File: src/rtl/core/ptts_pkg.sv
// types, constants and microcode table of the periodic task tick scheduler
`timescale 1ns / 1ps

package ptts_pkg;

    // item kinds carried in tuser
    localparam logic [1:0] KIND_TICK     = 2'd0;
    localparam logic [1:0] KIND_START    = 2'd1;
    localparam logic [1:0] KIND_SHUTDOWN = 2'd2;

    // event codes
    localparam logic [3:0] EV_TICK  = 4'd0;
    localparam logic [3:0] EV_CHECK = 4'd1;
    localparam logic [3:0] EV_LOW   = 4'd2;
    localparam logic [3:0] EV_CRIT  = 4'd3;
    localparam logic [3:0] EV_TASK0 = 4'd4;

    // configuration register indexes
    localparam int CFG_INDEX_W       = 3;
    localparam int CFG_DATA_W        = 16;
    localparam logic [2:0] REG_REQ_PERIOD    = 3'd0;
    localparam logic [2:0] REG_GLOBAL_PERIOD = 3'd1;
    localparam int REG_TASK_BASE     = 2;
    localparam int NUM_TASK_REGS     = 6;

    localparam logic [15:0] PERIOD_RESET_MS   = 16'd1000;
    localparam logic [15:0] INTERVAL_LONG_MS  = 16'd30000;
    localparam logic [15:0] INTERVAL_SHORT_MS = 16'd5000;

    localparam logic [47:0] GAP_LOW_MS  = 48'd20000;
    localparam logic [47:0] GAP_CRIT_MS = 48'd40000;

    // bit steps of the interval divider, one per dividend bit
    localparam int DIV_BITS = 17;

    // program addresses
    localparam logic [3:0] PC_WAIT     = 4'd0;
    localparam logic [3:0] PC_TICK     = 4'd1;
    localparam logic [3:0] PC_CHECK    = 4'd2;
    localparam logic [3:0] PC_GAPSUB   = 4'd3;
    localparam logic [3:0] PC_GAPCHK   = 4'd4;
    localparam logic [3:0] PC_TASK     = 4'd5;
    localparam logic [3:0] PC_FINISH   = 4'd6;
    localparam logic [3:0] PC_START    = 4'd7;
    localparam logic [3:0] PC_DIVLOAD  = 4'd8;
    localparam logic [3:0] PC_DIVSTEP  = 4'd9;
    localparam logic [3:0] PC_DIVSTORE = 4'd10;
    localparam logic [3:0] PC_STARTFIN = 4'd11;

    typedef enum logic [3:0] {
        OP_WAIT,
        OP_EMIT,
        OP_GAPSUB,
        OP_GAPCHK,
        OP_TASK,
        OP_FINISH,
        OP_PSET,
        OP_DIVLOAD,
        OP_DIVSTEP,
        OP_DIVSTORE,
        OP_STARTFIN,
        OP_NOP
    } t_uop;

    typedef enum logic [2:0] {
        C_NEXT,
        C_ALWAYS,
        C_NSTART,
        C_TASK_MORE,
        C_DIV_MORE
    } t_ucond;

    typedef struct packed {
        t_uop       op;
        t_ucond     cond;
        logic [3:0] target;
        logic [3:0] code;
    } t_uword;

    function automatic logic [15:0] interval_reset(input int i);
        logic [15:0] v;
        case (i)
            2, 3, 4: v = INTERVAL_SHORT_MS;
            default: v = INTERVAL_LONG_MS;
        endcase
        return v;
    endfunction

    function automatic t_uword ucode(input logic [3:0] pc);
        t_uword w;
        case (pc)
            PC_WAIT:     w = '{OP_WAIT,     C_NEXT,      PC_WAIT,    EV_TICK};
            PC_TICK:     w = '{OP_EMIT,     C_NEXT,      PC_WAIT,    EV_TICK};
            PC_CHECK:    w = '{OP_EMIT,     C_NEXT,      PC_WAIT,    EV_CHECK};
            PC_GAPSUB:   w = '{OP_GAPSUB,   C_NEXT,      PC_WAIT,    EV_TICK};
            PC_GAPCHK:   w = '{OP_GAPCHK,   C_NSTART,    PC_FINISH,  EV_TICK};
            PC_TASK:     w = '{OP_TASK,     C_TASK_MORE, PC_TASK,    EV_TICK};
            PC_FINISH:   w = '{OP_FINISH,   C_ALWAYS,    PC_WAIT,    EV_TICK};
            PC_START:    w = '{OP_PSET,     C_NEXT,      PC_WAIT,    EV_TICK};
            PC_DIVLOAD:  w = '{OP_DIVLOAD,  C_NEXT,      PC_WAIT,    EV_TICK};
            PC_DIVSTEP:  w = '{OP_DIVSTEP,  C_DIV_MORE,  PC_DIVSTEP, EV_TICK};
            PC_DIVSTORE: w = '{OP_DIVSTORE, C_TASK_MORE, PC_DIVLOAD, EV_TICK};
            PC_STARTFIN: w = '{OP_STARTFIN, C_ALWAYS,    PC_WAIT,    EV_TICK};
            default:     w = '{OP_NOP,      C_ALWAYS,    PC_WAIT,    EV_TICK};
        endcase
        return w;
    endfunction

endpackage

File: src/rtl/core/periodic_task_tick_scheduler_unit.sv
// periodic task tick scheduler: microcoded sequencer with task phase counters
`timescale 1ns / 1ps

// A tick request (tuser kind 0, tdata the millisecond time) produces a run of
// events on the master side, tlast on the final one: tick, check data, an
// optional refresh-low or refresh-critical when the gap since the last tick
// exceeds 20000 or 40000 ms, then every task whose tick interval divides the
// tick count. A start request (kind 1) sets the period to the larger of the
// two period registers and converts each task interval to ticks, rounding up;
// a shutdown request (kind 2) silences all later ticks; kind 3 is ignored.
// Requests are taken one at a time by a microcoded step sequencer. A tick runs
// the tick, check, gap subtract, gap check, task loop (only when started) and
// finish steps, stalled while the master side holds tready low; after shutdown
// it stays in the wait step. The task loop spends one step per task. A start
// runs the shared bit-serial divider per task, one quotient bit per cycle over
// 17 bits. Shutdown and ignored requests stay in the wait step. Configuration
// writes are meant for idle periods; task intervals are sampled only at start.
module periodic_task_tick_scheduler_unit #(
    parameter int NUM_TASKS   = 6,
    parameter int COUNT_WIDTH = 32
) (
    input  logic        i_clk,
    input  logic        i_rst_n,
    // configuration write port
    input  logic        i_cfg_wen,
    input  logic [ptts_pkg::CFG_INDEX_W-1:0] i_cfg_index,
    input  logic [ptts_pkg::CFG_DATA_W-1:0]  i_cfg_data,
    // request side
    input  logic        s_axis_tvalid,
    output logic        s_axis_tready,
    input  logic [47:0] s_axis_tdata,   // [47:0] now_ms
    input  logic [1:0]  s_axis_tuser,   // [1:0] kind
    // event side
    output logic        m_axis_tvalid,
    input  logic        m_axis_tready,
    output logic [7:0]  m_axis_tdata,   // [3:0] event_res, [7:4] zero
    output logic        m_axis_tlast    // last
);

    localparam int IDX_W = (NUM_TASKS > 1) ? $clog2(NUM_TASKS) : 1;
    localparam logic [IDX_W-1:0] IDX_LAST = IDX_W'(NUM_TASKS - 1);

    // configuration registers
    logic [15:0] r_req_period;
    logic [15:0] r_glb_period;
    logic [15:0] r_interval [NUM_TASKS];

    // sequencer and control state
    logic [3:0]             r_pc;
    logic [IDX_W-1:0]       r_idx;
    logic                   r_started;
    logic                   r_shut;
    logic                   r_gapz;     // gap seen this tick: count and phases read as zero
    logic [COUNT_WIDTH-1:0] r_count;
    logic [47:0]            r_last;
    logic                   r_pend_v;
    logic                   r_out_v;

    // datapath
    logic [47:0] r_now;
    logic [48:0] r_diff;
    logic [15:0] r_divisor;
    logic [16:0] r_quo;
    logic [15:0] r_rem;
    logic [4:0]  r_div_cnt;
    logic [15:0] r_ticks [NUM_TASKS];
    logic [15:0] r_phase [NUM_TASKS];   // tick count modulo task ticks
    logic [3:0]  r_pend_code;           // held back until the next event shows it is not last
    logic [3:0]  r_out_code;
    logic        r_out_last;

    logic [3:0]        n_pc;
    ptts_pkg::t_uword  w_uw;
    logic              w_accept;
    logic              w_out_free;
    logic              w_push;
    logic [3:0]        w_code;
    logic              w_need_out;
    logic              w_stall;
    logic              w_more;
    logic [15:0]       w_t;
    logic [15:0]       w_eph;
    logic              w_fire;
    logic [16:0]       w_inc;
    logic [15:0]       w_phase_next;
    logic [4:0]        w_task_code;
    logic              w_gap_hit;
    logic              w_gap_crit;
    logic [15:0]       w_period;
    logic [16:0]       w_shift;
    logic [16:0]       w_sub;
    logic              w_ge;

    assign w_uw          = ptts_pkg::ucode(r_pc);
    assign s_axis_tready = (r_pc == ptts_pkg::PC_WAIT);
    assign w_accept      = s_axis_tvalid && s_axis_tready;
    assign w_out_free    = !r_out_v || m_axis_tready;
    assign w_more        = (r_idx != IDX_LAST);

    // task lane selected by the loop index
    assign w_t          = r_ticks[r_idx];
    assign w_eph        = r_gapz ? 16'd0 : r_phase[r_idx];
    assign w_fire       = (w_t == 16'd0) || (w_eph == 16'd0);
    assign w_inc        = {1'b0, w_eph} + 17'd1;
    // count wrap sends the count back to zero, so the phase follows
    assign w_phase_next = ((&r_count) || (w_inc == {1'b0, w_t})) ? 16'd0 : w_inc[15:0];
    assign w_task_code  = 5'(ptts_pkg::EV_TASK0) + 5'(r_idx);

    // gap check on the registered difference; a borrow means time went back
    assign w_gap_hit  = !r_diff[48] && (r_diff[47:0] > ptts_pkg::GAP_LOW_MS);
    assign w_gap_crit = r_diff[47:0] > ptts_pkg::GAP_CRIT_MS;

    // divider step
    assign w_period = (r_req_period < r_glb_period) ? r_glb_period : r_req_period;
    assign w_shift  = {r_rem, r_quo[16]};
    assign w_ge     = w_shift >= {1'b0, r_divisor};
    assign w_sub    = w_shift - {1'b0, r_divisor};

    // event push requested by the current step
    always_comb begin
        w_push = 1'b0;
        w_code = w_uw.code;
        case (w_uw.op)
            ptts_pkg::OP_EMIT: begin
                w_push = 1'b1;
            end
            ptts_pkg::OP_GAPCHK: begin
                w_push = w_gap_hit;
                w_code = w_gap_crit ? ptts_pkg::EV_CRIT : ptts_pkg::EV_LOW;
            end
            ptts_pkg::OP_TASK: begin
                w_push = w_fire;
                w_code = w_task_code[3:0];
            end
            default: begin
                w_push = 1'b0;
            end
        endcase
    end

    // a push moves the held event out; finish sends the held one as last
    assign w_need_out = (w_push && r_pend_v) || (w_uw.op == ptts_pkg::OP_FINISH);
    assign w_stall    = w_need_out && !w_out_free;

    // step counter: dispatch on the request kind, else the word's jump condition
    always_comb begin
        n_pc = r_pc;
        if (!w_stall) begin
            if (w_uw.op == ptts_pkg::OP_WAIT) begin
                if (w_accept) begin
                    case (s_axis_tuser)
                        ptts_pkg::KIND_TICK:  n_pc = r_shut ? ptts_pkg::PC_WAIT
                                                            : ptts_pkg::PC_TICK;
                        ptts_pkg::KIND_START: n_pc = ptts_pkg::PC_START;
                        default:              n_pc = ptts_pkg::PC_WAIT;
                    endcase
                end
            end else begin
                case (w_uw.cond)
                    ptts_pkg::C_NEXT:      n_pc = r_pc + 4'd1;
                    ptts_pkg::C_ALWAYS:    n_pc = w_uw.target;
                    ptts_pkg::C_NSTART:    n_pc = r_started ? r_pc + 4'd1 : w_uw.target;
                    ptts_pkg::C_TASK_MORE: n_pc = w_more ? w_uw.target : r_pc + 4'd1;
                    ptts_pkg::C_DIV_MORE:  n_pc = (r_div_cnt != 5'd0) ? w_uw.target
                                                                      : r_pc + 4'd1;
                    default:               n_pc = ptts_pkg::PC_WAIT;
                endcase
            end
        end
    end

    // configuration registers
    always_ff @(posedge i_clk) begin
        if (!i_rst_n) begin
            r_req_period <= ptts_pkg::PERIOD_RESET_MS;
            r_glb_period <= ptts_pkg::PERIOD_RESET_MS;
            for (int i = 0; i < NUM_TASKS; i++) begin
                r_interval[i] <= ptts_pkg::interval_reset(i);
            end
        end else if (i_cfg_wen) begin
            if (i_cfg_index == ptts_pkg::REG_REQ_PERIOD) begin
                r_req_period <= i_cfg_data;
            end
            if (i_cfg_index == ptts_pkg::REG_GLOBAL_PERIOD) begin
                r_glb_period <= i_cfg_data;
            end
            // tasks past the register list keep their fixed interval
            for (int i = 0; i < NUM_TASKS; i++) begin
                if ((i < ptts_pkg::NUM_TASK_REGS) &&
                    (i_cfg_index == ptts_pkg::CFG_INDEX_W'(ptts_pkg::REG_TASK_BASE + i))) begin
                    r_interval[i] <= i_cfg_data;
                end
            end
        end
    end

    // control state
    always_ff @(posedge i_clk) begin
        if (!i_rst_n) begin
            r_pc      <= ptts_pkg::PC_WAIT;
            r_idx     <= '0;
            r_started <= 1'b0;
            r_shut    <= 1'b0;
            r_gapz    <= 1'b0;
            r_count   <= '0;
            r_last    <= '0;
            r_pend_v  <= 1'b0;
            r_out_v   <= 1'b0;
        end else begin
            r_pc <= n_pc;

            // output register, reloaded from the held event
            if (!w_stall && w_need_out) begin
                r_out_v <= 1'b1;
            end else if (m_axis_tready) begin
                r_out_v <= 1'b0;
            end

            if (!w_stall && w_push) begin
                r_pend_v <= 1'b1;
            end else if (!w_stall && (w_uw.op == ptts_pkg::OP_FINISH)) begin
                r_pend_v <= 1'b0;
            end

            if (!w_stall) begin
                case (w_uw.op)
                    ptts_pkg::OP_WAIT: begin
                        if (w_accept) begin
                            if (s_axis_tuser == ptts_pkg::KIND_SHUTDOWN) begin
                                r_shut <= 1'b1;
                            end
                            // silenced tick still advances the count
                            if (s_axis_tuser == ptts_pkg::KIND_TICK && r_shut) begin
                                r_count <= r_count + COUNT_WIDTH'(1);
                            end
                        end
                    end
                    ptts_pkg::OP_GAPCHK: begin
                        r_last <= r_now;
                        if (w_gap_hit) begin
                            r_count <= '0;
                            r_gapz  <= 1'b1;
                        end
                    end
                    ptts_pkg::OP_TASK,
                    ptts_pkg::OP_DIVSTORE: begin
                        r_idx <= w_more ? r_idx + IDX_W'(1) : '0;
                    end
                    ptts_pkg::OP_FINISH: begin
                        r_count <= r_count + COUNT_WIDTH'(1);
                        r_gapz  <= 1'b0;
                    end
                    ptts_pkg::OP_PSET: begin
                        r_idx <= '0;
                    end
                    ptts_pkg::OP_STARTFIN: begin
                        r_started <= 1'b1;
                        r_count   <= '0;
                        r_last    <= r_now;
                    end
                    default: begin
                    end
                endcase
            end
        end
    end

    // datapath registers
    always_ff @(posedge i_clk) begin
        if (w_accept) begin
            r_now <= s_axis_tdata;
        end

        if (!w_stall && w_need_out) begin
            r_out_code <= r_pend_code;
            r_out_last <= (w_uw.op == ptts_pkg::OP_FINISH);
        end
        if (!w_stall && w_push) begin
            r_pend_code <= w_code;
        end

        if (!w_stall) begin
            case (w_uw.op)
                ptts_pkg::OP_GAPSUB: begin
                    r_diff <= {1'b0, r_now} - {1'b0, r_last};
                end
                ptts_pkg::OP_TASK: begin
                    r_phase[r_idx] <= w_phase_next;
                end
                ptts_pkg::OP_PSET: begin
                    // zero period converts as a period of one
                    r_divisor <= (w_period == 16'd0) ? 16'd1 : w_period;
                end
                ptts_pkg::OP_DIVLOAD: begin
                    r_quo     <= 17'(r_interval[r_idx]) + 17'(r_divisor) - 17'd1;
                    r_rem     <= '0;
                    r_div_cnt <= 5'(ptts_pkg::DIV_BITS - 1);
                end
                ptts_pkg::OP_DIVSTEP: begin
                    r_rem     <= w_ge ? w_sub[15:0] : w_shift[15:0];
                    r_quo     <= {r_quo[15:0], w_ge};
                    r_div_cnt <= r_div_cnt - 5'd1;
                end
                ptts_pkg::OP_DIVSTORE: begin
                    r_ticks[r_idx] <= r_quo[15:0];
                    r_phase[r_idx] <= '0;
                end
                default: begin
                end
            endcase
        end
    end

    assign m_axis_tvalid = r_out_v;
    assign m_axis_tdata  = {4'b0000, r_out_code};
    assign m_axis_tlast  = r_out_last;

    // the final event of a run leaves nothing held back
    a_last_drains: assert property (@(posedge i_clk) disable iff (!i_rst_n)
        (w_uw.op == ptts_pkg::OP_FINISH && !w_stall) |=> !r_pend_v)
        else $error("event still held after the final one was sent");

    // a gap forces the count to zero until the tick completes
    a_gap_count: assert property (@(posedge i_clk) disable iff (!i_rst_n)
        r_gapz |-> (r_count == '0))
        else $error("tick count not zero while a gap is being served");

    // a live tick enters the program at its first emit step
    a_tick_entry: assert property (@(posedge i_clk) disable iff (!i_rst_n)
        (w_accept && s_axis_tuser == ptts_pkg::KIND_TICK && !r_shut)
        |=> (r_pc == ptts_pkg::PC_TICK))
        else $error("tick did not enter the tick program");

    // the divider never sees a zero divisor
    a_div_nonzero: assert property (@(posedge i_clk) disable iff (!i_rst_n)
        (r_pc == ptts_pkg::PC_DIVSTEP) |-> (r_divisor != 16'd0))
        else $error("zero divisor during interval conversion");

endmodule

File: config.mk
export PLATFORM = sky130hd
export DESIGN_NAME = periodic_task_tick_scheduler_unit
export DESIGN_NICKNAME = d
export VERILOG_FILES = /design/src/rtl/core/ptts_pkg.sv /design/src/rtl/core/periodic_task_tick_scheduler_unit.sv
export SDC_FILE = /design/constraint.sdc
export NUM_CORES = 1
export LEC_CHECK = 0
export BUFFER_PORTS_ARGS = -buffer_cell sky130_fd_sc_hd__buf_2
export CORE_ASPECT_RATIO = 2
export CORE_MARGIN = 4
export CORE_UTILIZATION = 47
export CTS_CLUSTER_DIAMETER = 80
export CTS_CLUSTER_SIZE = 40
export DETAILED_ROUTE_END_ITERATION = 10
export GPL_ROUTABILITY_DRIVEN = 0
export PLACE_DENSITY = 0.61
export SETUP_SLACK_MARGIN = 0.02
export SYNTH_ARGS = -nofsm -noshare
export SYNTH_HDL_FRONTEND = slang
export SYNTH_SLANG_ARGS = --single-unit
File: constraint.sdc
create_clock -name i_clk -period 6.9 [get_ports i_clk]
set_input_delay 1.38 -clock i_clk [delete_from_list [all_inputs] [get_ports i_clk]]
set_output_delay 1.38 -clock i_clk [all_outputs]
set_load 0.05 [all_outputs]
==> results.json <==
{
  "outcome": "finished, final reports clean",
  "yosysUniqueCellTypes": 98,
  "synth_fa_ha_area_frac": 0.0529,
  "worst_skew_pair.late_latency_ns": 0.60,
  "crit_type": "reg -> reg",
  "fp.dieW_um": 186,
  "drc": 0,
  "slew-limit-headroom": 0.296,
  "cts_buffers": 18,
  "number_of_global_route_vias_before_repair": 20500,
  "synth-simple-area-share": 0.146,
  "grtUsageTotal": 0.208,
  "synth.area.top_cells": "edfxtp_1 (45%), dfxtp_1 (9.4%), ha_1 (5.1%)",
  "crit_slowest_cell": "dfxtp_4",
  "dr.first_iter.drc_count": 1000,
  "grt_first_pass_wirelength_mm": 111,
  "port_buffer_count": 80,
  "cts_buffer_depth": 3,
  "setup.reg_to_reg.worst_slack_ns": 1.63,
  "vdd_ir_drop_max_v": 0.000273,
  "worst_pin_slew_ns": 1.05,
  "setup_repair_after_global_routing_missed_its_margin": "false",
  "routed-via-count": 19600,
  "cts_post_setup_buffers_inserted": 0,
  "post-place-ws_ns": 1.58,
  "avgViaCountPerCell": 5.75,
  "row_count": 130,
  "cts_tree": "done",
  "max_stage_delay_ns": 0.97,
  "holdWs_ns": 0.449,
  "dominantRegCellSynth": "edfxtp_1",
  "slew_violations": 0,
  "drt_pass1_iterations": 7,
  "ys_async_sr_fraction": 0,
  "most_frequent_cells_after_synthesis": "edfxtp_1 (448), nand2_1 (194), inv_1 (162)",
  "design.core.area_um2": 62800,
  "drive_gt1_frac": 0.113,
  "nNetsFinal": 2802,
  "syn-mean-instance-area_um2": 11.5,
  "grt.overflow.total": 0,
  "arrival_ns": 5.76,
  "timing.critical_path.max_delay_family": "compound AO/OA/AOI/OAI gates",
  "final-setup-viol-count": 0,
  "clock_sinks": 587,
  "synth-edff-count": 448,
  "wl_mm": 70.5,
  "worst-path-buf-inv": 2,
  "hold_path.class": "reg -> reg",
  "startpoint_type": "register",
  "yosys_warnings": 0,
  "fmax_mhz": 190,
  "synth_largest_type_area_fraction": 0.453,
  "clkSlewWorstSetupHoldPaths_ns": 0.14,
  "reg2reg_depth": 13,
  "maximum_number_of_pins_on_one_net_before_global_route_repair": 72,
  "setup.worst_path.end_class": "register",
  "crit_path_cell_trace": "buf_4, mux4_2, a22o_1, a211o_1, a2111o_1, nor4_2, or3_4, o21ai_2, o211ai_1, o211a_1, inv_1, ha_1, o32a_1",
  "yosysTopAreaCell": "edfxtp_1",
  "worst_slack_ns": 1.63,
  "post-route-period-util": 0.764,
  "count_of_nets_left_with_antenna_violations_after_detail_routing": 0,
  "power_density_nw_per_um2": 277,
  "timing.final.hold_violations": 0,
  "finalWorstPathRequiredPeriod_ns": 5.27,
  "number_of_antenna_violations_at_the_first_check_in_global_routing": 3,
  "most_frequent_cell_after_synthesis": "edfxtp_1",
  "fin_worst_skew_ns": 0.0224,
  "p_leak_nw": 11.0,
  "timing.rr.end": "w_uw[11]$_DFF_P_",
  "cts_max_level": 1,
  "yosys_register_bits": 587,
  "synth_compound_gate_area_share": 0.105,
  "wire_per_inst_um": 20.7,
  "worst_hold_path.num_cells": 0,
  "cts_root_buf": "clkbuf_16",
  "hold_path_end": "r_out_code[1]$_DFFE_PP_",
  "die_area_um2": 67600,
  "critical_path_required_ns": 7.39,
  "worst_hold_startpoint": "r_pend_code[1]$_DFFE_PP_",
  "drv.max_cap_violation_count": 0,
  "setup_total_negative_slack_ns": 0,
  "dp.final_hpwl_mm": 53.4,
  "worst-path-max-fanout": 54,
  "ys_seq_area_frac": 0.546,
  "start_util": 0.474,
  "main_combinational_cell_family_by_area_after_synthesis": "simple AND/OR/NAND/NOR gates",
  "syn2layout_area_growth_pct": 5.94,
  "postCtsResizedCells": 0,
  "io_pins": 85,
  "synthCells": 2576,
  "cts_hold_buffers": 0,
  "synthMuxAreaShare": 0.0728,
  "chipHeight_um": 364,
  "synth_xor_area_frac": 0.0371,
  "post_synth_instance_area_um2": 29700
}
report_power, final:
group	leakage, nW	switching, mW	internal (mW)
combinational	5.45	1.65	1.07
clock	0.246	1.01	0.529
sequential	5.26	0.206	4.27
total	11.0	2.87	5.87
layout by cell type (no fill, tap or decap), drive strengths merged, types with 33 or more instances in the layout:
| cell type | instances |
|---|---|
| inv | 162 |
| ha | 121 |
| o21ai | 119 |
| mux2i | 71 |
| nor3 | 65 |
| a21o | 45 |
| mux2 | 53 |
| a21boi | 33 |
| buf | 122 |
| a21oi | 117 |
| nand2 | 194 |
| nor2 | 159 |
| mux4 | 37 |
| and2 | 76 |
| xnor2 | 61 |
| dfxtp | 139 |
| xor2 | 52 |
| nand3 | 115 |
| edfxtp | 448 |
| or3 | 43 |
worst register-to-register path, cell delays in order, from the launching register on:
cell and delay (ns):
dfxtp_4 0.97, buf_4 0.64, mux4_2 0.60, a22o_1 0.23, a211o_1 0.23, a2111o_1 0.45
nor4_2 0.42, or3_4 0.26, o21ai_2 0.21, o211ai_1 0.19, o211a_1 0.29, inv_1 0.11
ha_1 0.23, o32a_1 0.36
registers in the layout, summed over array words and instances (netlist names), named ones only:
name,cells
r_divisor,16
r_req_period,16
r_last,48
r_diff,49
r_out_code,4
r_idx,3
m_axis_tvalid,1
r_shut,1
r_now,48
r_pend_v,1
r_interval,96
r_pc,4
r_gapz,1
r_rem,16
r_glb_period,16
r_started,1
w_uw,12
m_axis_tlast,1
r_div_cnt,5
r_pend_code,4
r_quo,17
r_ticks,96
r_phase,96
r_count,32
stage by stage:
stage,utilization,std cells,instance area [um^2],total power [mW]
after global placement,0.493,3376,31000,7.21
after global routing,0.502,3408,31500,9.24
final,0.502,3411,31500,8.74
after CTS,0.502,3408,31500,8.81
after detailed placement,0.493,3376,31000,7.28
after floorplan,-,2579,29700,6.57
cell type report:
cell class	count	area, um^2
Inverter	162	608
Clock buffer	29	513
Multi-Input combinational cell	1713	12400
Sequential cell	587	16200
Clock inverter	3	20.0
Antenna cell	3	7.51
Timing Repair Buffer	122	718
Tap cell	792	991
Fill cell	5597	31300
cell families (layout without fill, tap and decap cells):
| kind of cell | count (synthesis) | after routing |
|---|---|---|
| other | 1 | 7 |
| adder cells (fa/ha/maj) | 124 | 124 |
| AO/OA/AOI/OAI | 469 | 469 |
| XOR/XNOR | 118 | 118 |
| AND/OR/NAND/NOR | 837 | 837 |
| buffers and inverters | 279 | 316 |
| flip-flops | 587 | 587 |
| multiplexers | 161 | 161 |
routing by layer:
metal,part of all wire,vias to the layer above,track usage
li1,-,9451,-
met1,0.35,9617,0.215
met2,0.57,395,0.413
met3,0.029,164,0.0178
met4,0.051,0,0.0942
met5,0,-,0
worst max-delay path by stage:
| stage | slack (ns) | cells after the start | endpoint |
|---|---|---|---|
| floorplan | 1.39 | 25 | r_quo[14]$_DFFE_PP_ |
| finish | 1.63 | 13 | w_uw[11]$_DFF_P_ |
| global route | 1.28 | 13 | w_uw[11]$_DFF_P_ |
| CTS | 1.57 | 13 | w_uw[11]$_DFF_P_ |
| detailed placement | 1.58 | 13 | w_uw[11]$_DFF_P_ |
| global placement | 1.70 | 13 | w_uw[11]$_DFF_P_ |
Power figures use the tool's default switching activity.
